`src/rtl/b64e_pkg.sv`:
```
// ----------------------------------------------------------------------------
// b64e_pkg
// Shared types, constants and the alphabet lookup for the base64 encoder.
// ----------------------------------------------------------------------------
package b64e_pkg;

    localparam int unsigned GROUP_FIFO_DEPTH = 2;

    localparam logic [6:0] PAD_CHAR    = 7'd61;   // '='
    localparam logic [5:0] ALPHA_COUNT = 6'd26;
    localparam logic [6:0] CHAR_UPPER_A = 7'd65;  // 'A'
    localparam logic [6:0] CHAR_LOWER_A = 7'd97;  // 'a'
    localparam logic [6:0] CHAR_DIGIT_0 = 7'd48;  // '0'
    localparam logic [6:0] CHAR_PLUS    = 7'd43;  // '+'
    localparam logic [6:0] CHAR_SLASH   = 7'd47;  // '/'

    // one 24-bit group waiting to be turned into four characters
    typedef struct packed {
        logic [23:0] bits;
        logic [1:0]  pad_count;  // trailing '=' characters: 0, 1 or 2
        logic        last;       // last character of the group ends the message
    } t_group;

    function automatic logic [6:0] sextet_char(input logic [5:0] idx);
        logic [6:0] ch;
        if (idx < ALPHA_COUNT) begin
            ch = CHAR_UPPER_A + {1'b0, idx};
        end else if (idx < 6'd52) begin
            ch = CHAR_LOWER_A + {1'b0, idx} - {1'b0, ALPHA_COUNT};
        end else if (idx < 6'd62) begin
            ch = CHAR_DIGIT_0 + {1'b0, idx} - 7'd52;
        end else if (idx == 6'd62) begin
            ch = CHAR_PLUS;
        end else begin
            ch = CHAR_SLASH;
        end
        return ch;
    endfunction

endpackage

```
`src/rtl/b64e_if.sv`:
```
// ----------------------------------------------------------------------------
// b64e_if
// Valid/ready channels of the base64 encoder: message bytes in, characters out.
// ----------------------------------------------------------------------------
interface b64e_byte_if;
    logic       valid;
    logic       ready;
    logic [7:0] data_byte;
    logic       end_of_message;

    modport source (output valid, output data_byte, output end_of_message, input ready);
    modport sink   (input valid, input data_byte, input end_of_message, output ready);
endinterface

interface b64e_char_if;
    logic       valid;
    logic       ready;
    logic [6:0] code_char;
    logic       last_char;

    modport source (output valid, output code_char, output last_char, input ready);
    modport sink   (input valid, input code_char, input last_char, output ready);
endinterface

```
`src/rtl/b64e_front.sv`:
```
// ----------------------------------------------------------------------------
// b64e_front
// Collects message bytes into 24-bit groups and pushes each finished group.
// ----------------------------------------------------------------------------
module b64e_front (
    input  logic             i_clk,
    input  logic             i_rst_n,
    b64e_byte_if.sink        i_byte,
    input  logic             i_q_ready,
    output logic             o_push,
    output b64e_pkg::t_group o_group
);
    import b64e_pkg::*;

    logic [15:0] r_hold;
    logic [15:0] n_hold;
    logic [1:0]  r_cnt;
    logic [1:0]  n_cnt;
    logic        accept;

    assign i_byte.ready = i_q_ready;
    assign accept       = i_byte.valid && i_q_ready;

    always_comb begin
        n_hold            = r_hold;
        n_cnt             = r_cnt;
        o_push            = 1'b0;
        o_group.bits      = {r_hold, i_byte.data_byte};
        o_group.pad_count = 2'd0;
        o_group.last      = i_byte.end_of_message;
        if (accept) begin
            case (r_cnt)
                2'd0: begin
                    if (i_byte.end_of_message) begin
                        o_push            = 1'b1;
                        o_group.bits      = {i_byte.data_byte, 16'h0000};
                        o_group.pad_count = 2'd2;
                    end else begin
                        n_hold[15:8] = i_byte.data_byte;
                        n_cnt        = 2'd1;
                    end
                end
                2'd1: begin
                    if (i_byte.end_of_message) begin
                        o_push            = 1'b1;
                        o_group.bits      = {r_hold[15:8], i_byte.data_byte, 8'h00};
                        o_group.pad_count = 2'd1;
                        n_cnt             = 2'd0;
                    end else begin
                        n_hold[7:0] = i_byte.data_byte;
                        n_cnt       = 2'd2;
                    end
                end
                default: begin
                    // third byte closes the group
                    o_push = 1'b1;
                    n_cnt  = 2'd0;
                end
            endcase
        end
    end

    always_ff @(posedge i_clk) begin
        if (!i_rst_n) begin
            r_cnt  <= 2'd0;
            r_hold <= 16'h0000;
        end else begin
            r_cnt  <= n_cnt;
            r_hold <= n_hold;
        end
    end

`ifndef SYNTHESIS
    a_cnt_range: assert property (@(posedge i_clk) disable iff (!i_rst_n)
        r_cnt != 2'd3)
        else $error("pending byte count out of range");
`endif

endmodule

```
`src/rtl/b64e_queue.sv`:
```
// ----------------------------------------------------------------------------
// b64e_queue
// Short group queue between byte collection and character output.
// ----------------------------------------------------------------------------
module b64e_queue #(
    parameter int unsigned DEPTH = b64e_pkg::GROUP_FIFO_DEPTH
) (
    input  logic             i_clk,
    input  logic             i_rst_n,
    input  logic             i_push,
    input  b64e_pkg::t_group i_wdata,
    output logic             o_ready,
    output logic             o_valid,
    output b64e_pkg::t_group o_rdata,
    input  logic             i_pop
);
    import b64e_pkg::*;

    localparam int unsigned PTR_W = (DEPTH > 1) ? $clog2(DEPTH) : 1;
    localparam int unsigned CNT_W = $clog2(DEPTH + 1);
    localparam logic [PTR_W-1:0] PTR_LAST = PTR_W'(DEPTH - 1);
    localparam logic [CNT_W-1:0] CNT_FULL = CNT_W'(DEPTH);

    t_group           r_mem [DEPTH];
    logic [PTR_W-1:0] r_wr_ptr;
    logic [PTR_W-1:0] r_rd_ptr;
    logic [CNT_W-1:0] r_count;
    logic             do_push;
    logic             do_pop;

    assign o_ready = (r_count != CNT_FULL);
    assign o_valid = (r_count != '0);
    assign o_rdata = r_mem[r_rd_ptr];
    assign do_push = i_push && o_ready;
    assign do_pop  = i_pop && o_valid;

    always_ff @(posedge i_clk) begin
        if (do_push) begin
            r_mem[r_wr_ptr] <= i_wdata;
        end
    end

    always_ff @(posedge i_clk) begin
        if (!i_rst_n) begin
            r_wr_ptr <= '0;
            r_rd_ptr <= '0;
            r_count  <= '0;
        end else begin
            if (do_push) begin
                r_wr_ptr <= (r_wr_ptr == PTR_LAST) ? '0 : r_wr_ptr + 1'b1;
            end
            if (do_pop) begin
                r_rd_ptr <= (r_rd_ptr == PTR_LAST) ? '0 : r_rd_ptr + 1'b1;
            end
            case ({do_push, do_pop})
                2'b10:   r_count <= r_count + 1'b1;
                2'b01:   r_count <= r_count - 1'b1;
                default: r_count <= r_count;
            endcase
        end
    end

`ifndef SYNTHESIS
    a_no_push_full: assert property (@(posedge i_clk) disable iff (!i_rst_n)
        i_push |-> o_ready)
        else $error("group pushed into full queue");
    a_no_pop_empty: assert property (@(posedge i_clk) disable iff (!i_rst_n)
        i_pop |-> o_valid)
        else $error("group popped from empty queue");
`endif

endmodule

```
`src/rtl/b64e_back.sv`:
```
// ----------------------------------------------------------------------------
// b64e_back
// Turns each queued group into four characters, one per output transfer.
// ----------------------------------------------------------------------------
module b64e_back (
    input  logic             i_clk,
    input  logic             i_rst_n,
    input  logic             i_q_valid,
    input  b64e_pkg::t_group i_group,
    output logic             o_pop,
    b64e_char_if.source      o_char
);
    import b64e_pkg::*;

    logic [1:0] r_pos;
    logic       r_valid;
    logic [6:0] r_char;
    logic       r_last;
    logic       load;
    logic [5:0] sextet;
    logic       is_pad;
    logic [6:0] n_char;

    assign load  = i_q_valid && (!r_valid || o_char.ready);
    assign o_pop = load && (r_pos == 2'd3);

    always_comb begin
        case (r_pos)
            2'd0:    sextet = i_group.bits[23:18];
            2'd1:    sextet = i_group.bits[17:12];
            2'd2:    sextet = i_group.bits[11:6];
            default: sextet = i_group.bits[5:0];
        endcase
        is_pad = ({1'b0, r_pos} + {1'b0, i_group.pad_count}) > 3'd3;
        n_char = is_pad ? PAD_CHAR : sextet_char(sextet);
    end

    always_ff @(posedge i_clk) begin
        if (!i_rst_n) begin
            r_valid <= 1'b0;
            r_pos   <= 2'd0;
        end else if (load) begin
            r_valid <= 1'b1;
            r_pos   <= r_pos + 2'd1;
        end else if (o_char.ready) begin
            r_valid <= 1'b0;
        end
    end

    always_ff @(posedge i_clk) begin
        if (load) begin
            r_char <= n_char;
            r_last <= (r_pos == 2'd3) && i_group.last;
        end
    end

    assign o_char.valid     = r_valid;
    assign o_char.code_char = r_char;
    assign o_char.last_char = r_last;

`ifndef SYNTHESIS
    a_pop_restarts: assert property (@(posedge i_clk) disable iff (!i_rst_n)
        o_pop |=> (r_pos == 2'd0))
        else $error("character position not restarted after group");
    a_last_at_end: assert property (@(posedge i_clk) disable iff (!i_rst_n)
        (load && i_group.last && (r_pos == 2'd3)) |=> (r_last && r_valid))
        else $error("message end not flagged on final character");
`endif

endmodule

```
`src/rtl/base64_encoder_top.sv`:
```
// ----------------------------------------------------------------------------
// base64_encoder_top
// Base64 encoder, standard alphabet with padding, one byte in, one char out.
// ----------------------------------------------------------------------------
//  channel  dir  payload                           transfer
//  i_byte   in   data_byte[7:0], end_of_message    valid && ready
//  o_char   out  code_char[6:0], last_char         valid && ready
//
//  A byte is taken in the cycle it is offered while the group queue has room.
//  Each closed group leaves as four characters, one per cycle while o_char is
//  ready, from the output register; the single-character output port sets the
//  sustained rate. The first character of a group passes through the queue and
//  the output register. Reset clears pending bytes, queue and output.
//  A stall on o_char holds the output register and fills the queue, then
//  drops i_byte.ready.
module base64_encoder_top #(
    parameter int unsigned GROUP_FIFO_DEPTH = b64e_pkg::GROUP_FIFO_DEPTH
) (
    input  logic        i_clk,
    input  logic        i_rst_n,
    b64e_byte_if.sink   i_byte,
    b64e_char_if.source o_char
);
    import b64e_pkg::*;

    logic   push;
    logic   q_ready;
    logic   q_valid;
    logic   pop;
    t_group push_group;
    t_group head_group;

    b64e_front u_front (
        .i_clk     (i_clk),
        .i_rst_n   (i_rst_n),
        .i_byte    (i_byte),
        .i_q_ready (q_ready),
        .o_push    (push),
        .o_group   (push_group)
    );

    b64e_queue #(
        .DEPTH (GROUP_FIFO_DEPTH)
    ) u_queue (
        .i_clk   (i_clk),
        .i_rst_n (i_rst_n),
        .i_push  (push),
        .i_wdata (push_group),
        .o_ready (q_ready),
        .o_valid (q_valid),
        .o_rdata (head_group),
        .i_pop   (pop)
    );

    b64e_back u_back (
        .i_clk     (i_clk),
        .i_rst_n   (i_rst_n),
        .i_q_valid (q_valid),
        .i_group   (head_group),
        .o_pop     (pop),
        .o_char    (o_char)
    );

endmodule
```
`src/flat_wrapper.sv`:
```
// flat-port wrapper written by rule: the top's interface ports become plain ports
module base64_encoder_top_flat import b64e_pkg::*;
#(
    parameter int unsigned GROUP_FIFO_DEPTH = b64e_pkg::GROUP_FIFO_DEPTH
)
  (i_clk, i_rst_n, i_byte_valid, i_byte_data_byte, i_byte_end_of_message, i_byte_ready, o_char_valid, o_char_code_char, o_char_last_char, o_char_ready);
  b64e_byte_if i_byte_i ();
  b64e_char_if o_char_i ();
  input  logic i_clk;
  input  logic i_rst_n;
  input wire logic [$bits(i_byte_i.valid)-1:0] i_byte_valid;
  input wire logic [$bits(i_byte_i.data_byte)-1:0] i_byte_data_byte;
  input wire logic [$bits(i_byte_i.end_of_message)-1:0] i_byte_end_of_message;
  output wire logic [$bits(i_byte_i.ready)-1:0] i_byte_ready;
  output wire logic [$bits(o_char_i.valid)-1:0] o_char_valid;
  output wire logic [$bits(o_char_i.code_char)-1:0] o_char_code_char;
  output wire logic [$bits(o_char_i.last_char)-1:0] o_char_last_char;
  input wire logic [$bits(o_char_i.ready)-1:0] o_char_ready;
  assign i_byte_i.valid = i_byte_valid;
  assign i_byte_i.data_byte = i_byte_data_byte;
  assign i_byte_i.end_of_message = i_byte_end_of_message;
  assign i_byte_ready = i_byte_i.ready;
  assign o_char_valid = o_char_i.valid;
  assign o_char_code_char = o_char_i.code_char;
  assign o_char_last_char = o_char_i.last_char;
  assign o_char_i.ready = o_char_ready;
  base64_encoder_top #(.GROUP_FIFO_DEPTH(GROUP_FIFO_DEPTH)) u_core (.i_clk(i_clk), .i_rst_n(i_rst_n), .i_byte(i_byte_i), .o_char(o_char_i));
endmodule
```
`config.mk`:
```
export PLATFORM = sky130hd
export DESIGN_NAME = base64_encoder_top_flat
export DESIGN_NICKNAME = d
export VERILOG_FILES = /design/src/rtl/b64e_pkg.sv /design/src/rtl/b64e_if.sv /design/src/rtl/b64e_front.sv /design/src/rtl/b64e_queue.sv /design/src/rtl/b64e_back.sv /design/src/rtl/base64_encoder_top.sv /design/src/flat_wrapper.sv
export SDC_FILE = /design/constraint.sdc
export NUM_CORES = 1
export LEC_CHECK = 0
export BUFFER_PORTS_ARGS = -buffer_cell sky130_fd_sc_hd__buf_2
export CORE_MARGIN = 3
export CORE_UTILIZATION = 50
export CTS_BUF_LIST = sky130_fd_sc_hd__clkbuf_16
export CTS_CLUSTER_DIAMETER = 40
export DETAILED_ROUTE_END_ITERATION = 6
export PLACE_DENSITY = 0.69
export SYNTH_ARGS = -nofsm -noshare
export SYNTH_HDL_FRONTEND = slang
export SYNTH_SLANG_ARGS = --single-unit
export TNS_END_PERCENT = 5
```
`constraint.sdc`:
```
create_clock -name i_clk -period 4 [get_ports i_clk]
set_clock_uncertainty 0.05 [all_clocks]
set_input_delay 0.6 -clock i_clk [delete_from_list [all_inputs] [get_ports i_clk]]
set_output_delay 0.6 -clock i_clk [all_outputs]
set_load 0.005 [all_outputs]
```
## Word-level counts from Yosys, hierarchy flattened

Memory sizes are Yosys's and may differ from the RTL's. A register that Yosys moved wholly into a read port is not among the register bits.
Index checks and enable logic that the tools add are counted.

- Register bits: 33
- RAM bits: 54
- Input bits: 13
- Output and inout port bits: 10
- Word-level logic and storage cells: 77
- Memories kept: 1

- Add/subtract/negate cells: 11
- Magnitude comparators: 4
- Equal/unequal tests: 9
- Mux-type cells: 24
- Bitwise gates (word level): 1
- Reductions and logical operators: 17

Memories:

| name | depth | width | read ports | clocked after memory_dff | write ports | RTL line | RTL |
|---|---|---|---|---|---|---|---|
| u_core.u_queue.r_mem | 2 | 27 | 1 | 1 | 1 | b64e_queue.sv:24 | `t_group r_mem [DEPTH];` |

Operators by type and width:

| cell | count |
|---|---|
| two-way mux 26 bit | 2 |
| one-hot mux 26 bit (2 select lines) | 1 |
| two-way mux 7 bit | 3 |
| two-way mux 18 bit | 1 |
| one-hot mux 6 bit (3 select lines) | 1 |
| adder 7 x 6 -> 7 bit, first input constant | 2 |
| < comparator 6 bit, second input constant | 2 |
| two-way mux 1 bit | 11 |
| one-hot mux 2 bit (2 select lines) | 2 |
| adder 6 x 6 -> 7 bit, first input constant | 1 |
| subtractor 7 x 5 -> 7 bit, second input constant | 1 |
| subtractor 7 x 6 -> 7 bit, second input constant | 1 |
| equality test 2 x 1 -> 1 bit, second input constant | 3 |
| equality test 2 bit, second input constant | 3 |
| equality test 6 bit, second input constant | 1 |
| logical AND 1 bit | 6 |
| < comparator 6 x 5 -> 1 bit, second input constant | 1 |
| AND reduction 3 bit | 2 |
| nonzero test 2 bit | 3 |
| adder 2 x 1 -> 2 bit, second input constant | 2 |
| logical NOT 2 bit | 2 |
| two-way mux 2 bit | 2 |
| != test 2 bit, second input constant | 2 |
| adder 2 x 2 -> 3 bit | 1 |
| 9 further kinds | 10 |

## Logic depth before layout (Yosys ltp)

- Word-level depth: 7
- Gate-level depth with buffers: 12

## By module

A second synthesis with hierarchy kept.

- Cell total of the unflattened synthesis: 348
- Area total of the unflattened synthesis: 4,230.3 um^2

Modules (own cells, without submodules):

| module | instances | cells an instance | area each (um^2) | sequential area each (um^2) |
|---|---|---|---|---|
| b64e_queue | 1 | 108 | 2,175.8 | 1,721.7 |
| b64e_back | 1 | 119 | 1,066.0 | 300.3 |
| b64e_front | 1 | 121 | 988.4 | 360.3 |

## Worst setup path after synthesis

OpenSTA, ideal clock, no wires.

- Path type: flip-flop to flip-flop
- From: reg u_core.u_back.r_pos[1]
- To: reg u_core.u_back.r_char[4] (netlist: u_core.u_back.o_char.code_char[4]), data pin
- Data arrival time: 2.236 ns
- Path slack: 1.453 ns
- Stages on the path, launching flop included: 11
- Path buffers: 1
- Period minus slack after synthesis: 2.547 ns
- Cell sequence: dfxtp_1 inv_1 ha_1 buf_4 a22o_1 o311ai_4 inv_2 ha_1 inv_1 o31ai_1 a221o_1

- Word-level cells in the longest chain between the ends: 7
- Elaborated cells between the ends (all ways): 17
- Those cells by class: 6 x add/sub; 4 x order compare; 2 x eq/ne; 4 x mux; 1 x reduce/logical

Ends and longest elaborated chain:

| item | RTL line | RTL |
|---|---|---|
| start: declaration | b64e_back.sv:15 | `logic [1:0] r_pos;` |
| start signal: assignment | b64e_back.sv:44 | `r_pos <= r_pos + 2'd1;` |
| equality test 2 bit (tied with other cells) | b64e_back.sv:28 | `case (r_pos)` |
| one-hot mux 6 bit (3 select lines) | b64e_back.sv:28 |  |
| adder 6 x 6 -> 7 bit | b64e_pkg.sv:31 | `ch = CHAR_DIGIT_0 + {1'b0, idx} - 7'd52;` |
| subtractor 7 x 6 -> 7 bit | b64e_pkg.sv:31 |  |
| two-way mux 7 bit | b64e_pkg.sv:30 | `end else if (idx < 6'd62) begin` |
| two-way mux 7 bit | b64e_pkg.sv:28 | `end else if (idx < 6'd52) begin` |
| two-way mux 7 bit | b64e_pkg.sv:26 | `if (idx < ALPHA_COUNT) begin` |
| end signal: assignment | b64e_back.sv:52 | `r_char <= n_char;` |
| end: declaration | b64e_back.sv:17 | `logic [6:0] r_char;` |

Parallel ways exist; a longest one is shown, timed or not.
A chain may end at the register's enable or synchronous reset.

## Worst setup path in the final report

- From: reg u_core.u_back.r_pos[0]
- To: reg u_core.u_back.r_char[0] (netlist: u_core.u_back.o_char.code_char[0]), data pin

The elaborated chain is that of the path after synthesis.

==> metrics.md <==
| Metric | Value |
|---|---|
| Initial core utilization | 52.0% |
| Root Driver | clkbuf_16 |
| Die area | 9240 um2 |
| Comb pwr share | 14.9% |
| Peak supply drop | 227 uV |
| Unique masters post-synth | 53 |
| Worst path arrival time | 2.79 ns |
| Max_cap viols | 0 |
| Clk pin slew, worst setup/hold paths | 0.07 ns |
| Worst Hold Class | flip-flop to flip-flop |
| Synth area leader | edfxtp_1 |
| Antenna-violating nets left | 0 |
| CTS tree | done |
| Largest net degree at the start of global routing | 28 |
| P per Cell Area | 471 nW/um2 |
| # DRC | 0 |
| Sw Share | 25.6% |
| TNS Setup | 0 ns |
| Period utilisation layout | 69.7% |
| Overflow after GRT | 0 |
| Final hold violations | 0 |
| NetSw | 543 uW |
| Total Wirelength | 7630 um |
| Vias | 2448 |
| Top_reg_cell synth | edfxtp_1 |
| Post-Synth Simple-Gate Area | 14.5% |
| Layout cells sized above 1 | 17.9% |
| Worst EP required | 4.01 ns |
| Initial antenna violation count | 0 |
| Synth Register Bits | 88 |
| Vias per cell | 5.40 |
| Worst skew pair latency | 0.33 ns |
| Setup bufs post-CTS | 0 |
| Slew Viols, Final | 0 |
| CP Class | flip-flop to flip-flop |
| Measured slew at the worst slew-check pin | 0.740 ns |
| Yosys top cell area share | 45.8% |
| Area Growth Syn to Fin | 11.1% |
| Core Rows | 32 |
| Number of synthesized flops with an enable pin | 62 |
| Unrepaired setup endpoints after global routing | no |
| Final Total Pwr | 2130 uW |
| Seq pwr share | 49.5% |
| CTS Sinks | 88 |
| Critical path startpoint category | flip-flop |
| Fmax | 359 MHz |
| Syn avg cell area | 12.6 um2 |
| Die extent in y | 96.1 um |
| Syn nets | 346 |
| Main area contributors after synthesis | edfxtp_1, dfxtp_1, mux2i_1, nor2b_1, nand2_1 |
| Yosys warns | 0 |
| CTS Hold Bufs | 0 |
| Clock Path Buffers | 2 |
| Worst Path Max Fanout | 12 |
| DR WL/cell | 16.9 um |
| Largest family of logic cells by synthesized area | simple AND/OR/NAND/NOR gates |
| Post-CTS Resized | 0 |
| Die X | 96.1 um |
| First-pass detailed-route iteration total | 4 |
| Status | finished clean |
| Core ar. | 7810 um2 |
| Post-layout net count | 369 |
| Clock power frac | 35.6% |
| Internal | 1580 uW |
| Max_slew headroom | 50.6% |
| CTS buffer count | 9 |
| CTS H-tree lvls | 3 |
| Register area share after synthesis | 58.6% |
| Crit end category | flip-flop |
| Io pins | 23 |
| Clock period minus worst slack | 2.79 ns |
| Xor/xnor share of the synthesized area | 1.51% |
| DRT iter0 DRCs | 184 |
| IO buf count | 22 |
| Diode count | 0 |
| Overall routing resource usage | 18.1% |
| Area share of fa/ha/maj cells after synthesis | 3.08% |
| Global-route wire length before repair | 12300 um |
| Vias in the first global route | 2341 |
| Detailed Place HPWL | 5210 um |
| Synth async-reset ratio | 0% |
| Synth Instances | 323 |
| RD Place Congestion | 0.847 |
| Filler cells | 653 |
| Post-Syn Area | 4060 um2 |
| Compound-cell area share of the yosys netlist | 10.6% |
| Count of final setup violators | 0 |
| Static Leak | 0.00167 uW |
| Mux cell area share after synthesis | 8.93% |
## cell usage after synthesis, types with 3 or more instances
master	count
edfxtp_1	62
nand2_1	35
dfxtp_1	26
mux2i_1	25
nor2b_1	23
and2_1	14
o21ai_0	13
a22oi_1	10
ha_1	10
mux2_2	9
nand3_1	9
nor2_1	9
inv_1	6
xnor2_1	6
buf_4	5
clkbuf_1	5
nor3_1	4
a21boi_0	3
a221o_1	3
and3_1	3
## cell usage in the layout, fill, tap and decap left out, types with 6 or more instances in the layout
cell and count:
xnor2_1 6, inv_1 7, mux2i_1 25, nand2_1 35, dfxtp_1 26, nor2b_1 23
ha_1 10, buf_2 22, and2_1 14, mux2_2 9, o21ai_0 13, nor2_1 7
a22oi_1 10, edfxtp_1 62, nand3_1 9, clkbuf_16 9
## state kept, by name, summed over array words and instances (netlist names), named ones only
signal,flops
u_core.u_queue.r_wr_ptr,1
u_core.u_front.r_cnt,2
u_core.u_queue.r_rd_ptr,1
u_core.u_front.r_hold,16
u_core.u_back.o_char.valid,1
u_core.u_queue.r_count,2
u_core.u_back.r_pos,2
u_core.u_queue.r_mem,54
u_core.u_back.o_char.code_char,7
u_core.u_back.o_char.last_char,1
## stage by stage
step           area (um2)  hold slack (ns)  util [%]  setup slack, ns  std cells
2_1_floorplan        4060            0.421         -             1.45        323
3_3_place_gp         4240            0.444      54.4             1.26        437
3_5_place_dp         4240            0.442      54.4             1.22        437
4_1_cts              4510            0.451      57.8             1.20        453
5_1_grt              4510            0.466      57.8             1.01        453
6_report             4510            0.447      57.8             1.21        453
## path summary, 6_finish.rpt
kind / start / end / slack, ns / cells past startpoint
max: u_core.u_back.r_pos[0] / u_core.u_back.o_char.code_char[0] / 1.21 / 8
min: u_core.u_front.r_cnt[1] / u_core.u_front.r_cnt[1] / 0.45 / 2
max reg2reg: u_core.u_back.r_pos[0] / u_core.u_back.o_char.code_char[0] / 1.21 / 8
min reg2reg: u_core.u_front.r_cnt[1] / u_core.u_front.r_cnt[1] / 0.45 / 2
## worst max-delay path, stage by stage (launching register included)
cell      delay (ns)
dfxtp_1         0.36
inv_1           0.16
ha_1            0.46
nand2_1         0.11
and3_1          0.19
a221o_1         0.46
a211oi_2        0.40
nor3b_1         0.23
o21ai_1         0.09
## per-layer routing
metal  vias up  GRT usage (%)  part of all wire, %
li1       1224              -                    -
met1      1172           25.7                   48
met2        44           27.5                   48
met3         8           2.97                  2.9
met4         0           7.82                  1.4
met5         -              0                    0
## power groups by stage
stage	Sequential [uW]	Clock [uW]	Combinational, uW
4_1_cts	1050	775	318
2_1_floorplan	1070	0	248
5_1_grt	1060	811	352
6_report	1050	757	317
3_3_place_gp	1070	0	311
3_5_place_dp	1070	0	316
## final cells by class
cell class	count	area (um2)	area share, %
Timing Repair Buffer	25	133	2.94
Sequential cell	88	2380	52.8
Inverter	7	26.3	0.582
Clock inverter	7	45.0	0.998
Multi-Input combinational cell	215	1580	34.9
Clock buffer	9	225	4.99
Tap cell	102	128	2.83
## cell families (layout without fill, tap and decap cells)
| kind of cell | count (synthesis) | after routing |
|---|---|---|
| XOR/XNOR | 7 | 7 |
| buffers and inverters | 20 | 48 |
| AND/OR/NAND/NOR | 112 | 112 |
| flip-flops | 88 | 88 |
| AO/OA/AOI/OAI | 51 | 51 |
| multiplexers | 35 | 35 |
| adder cells (fa/ha/maj) | 10 | 10 |
Power figures use the tool's default switching activity.
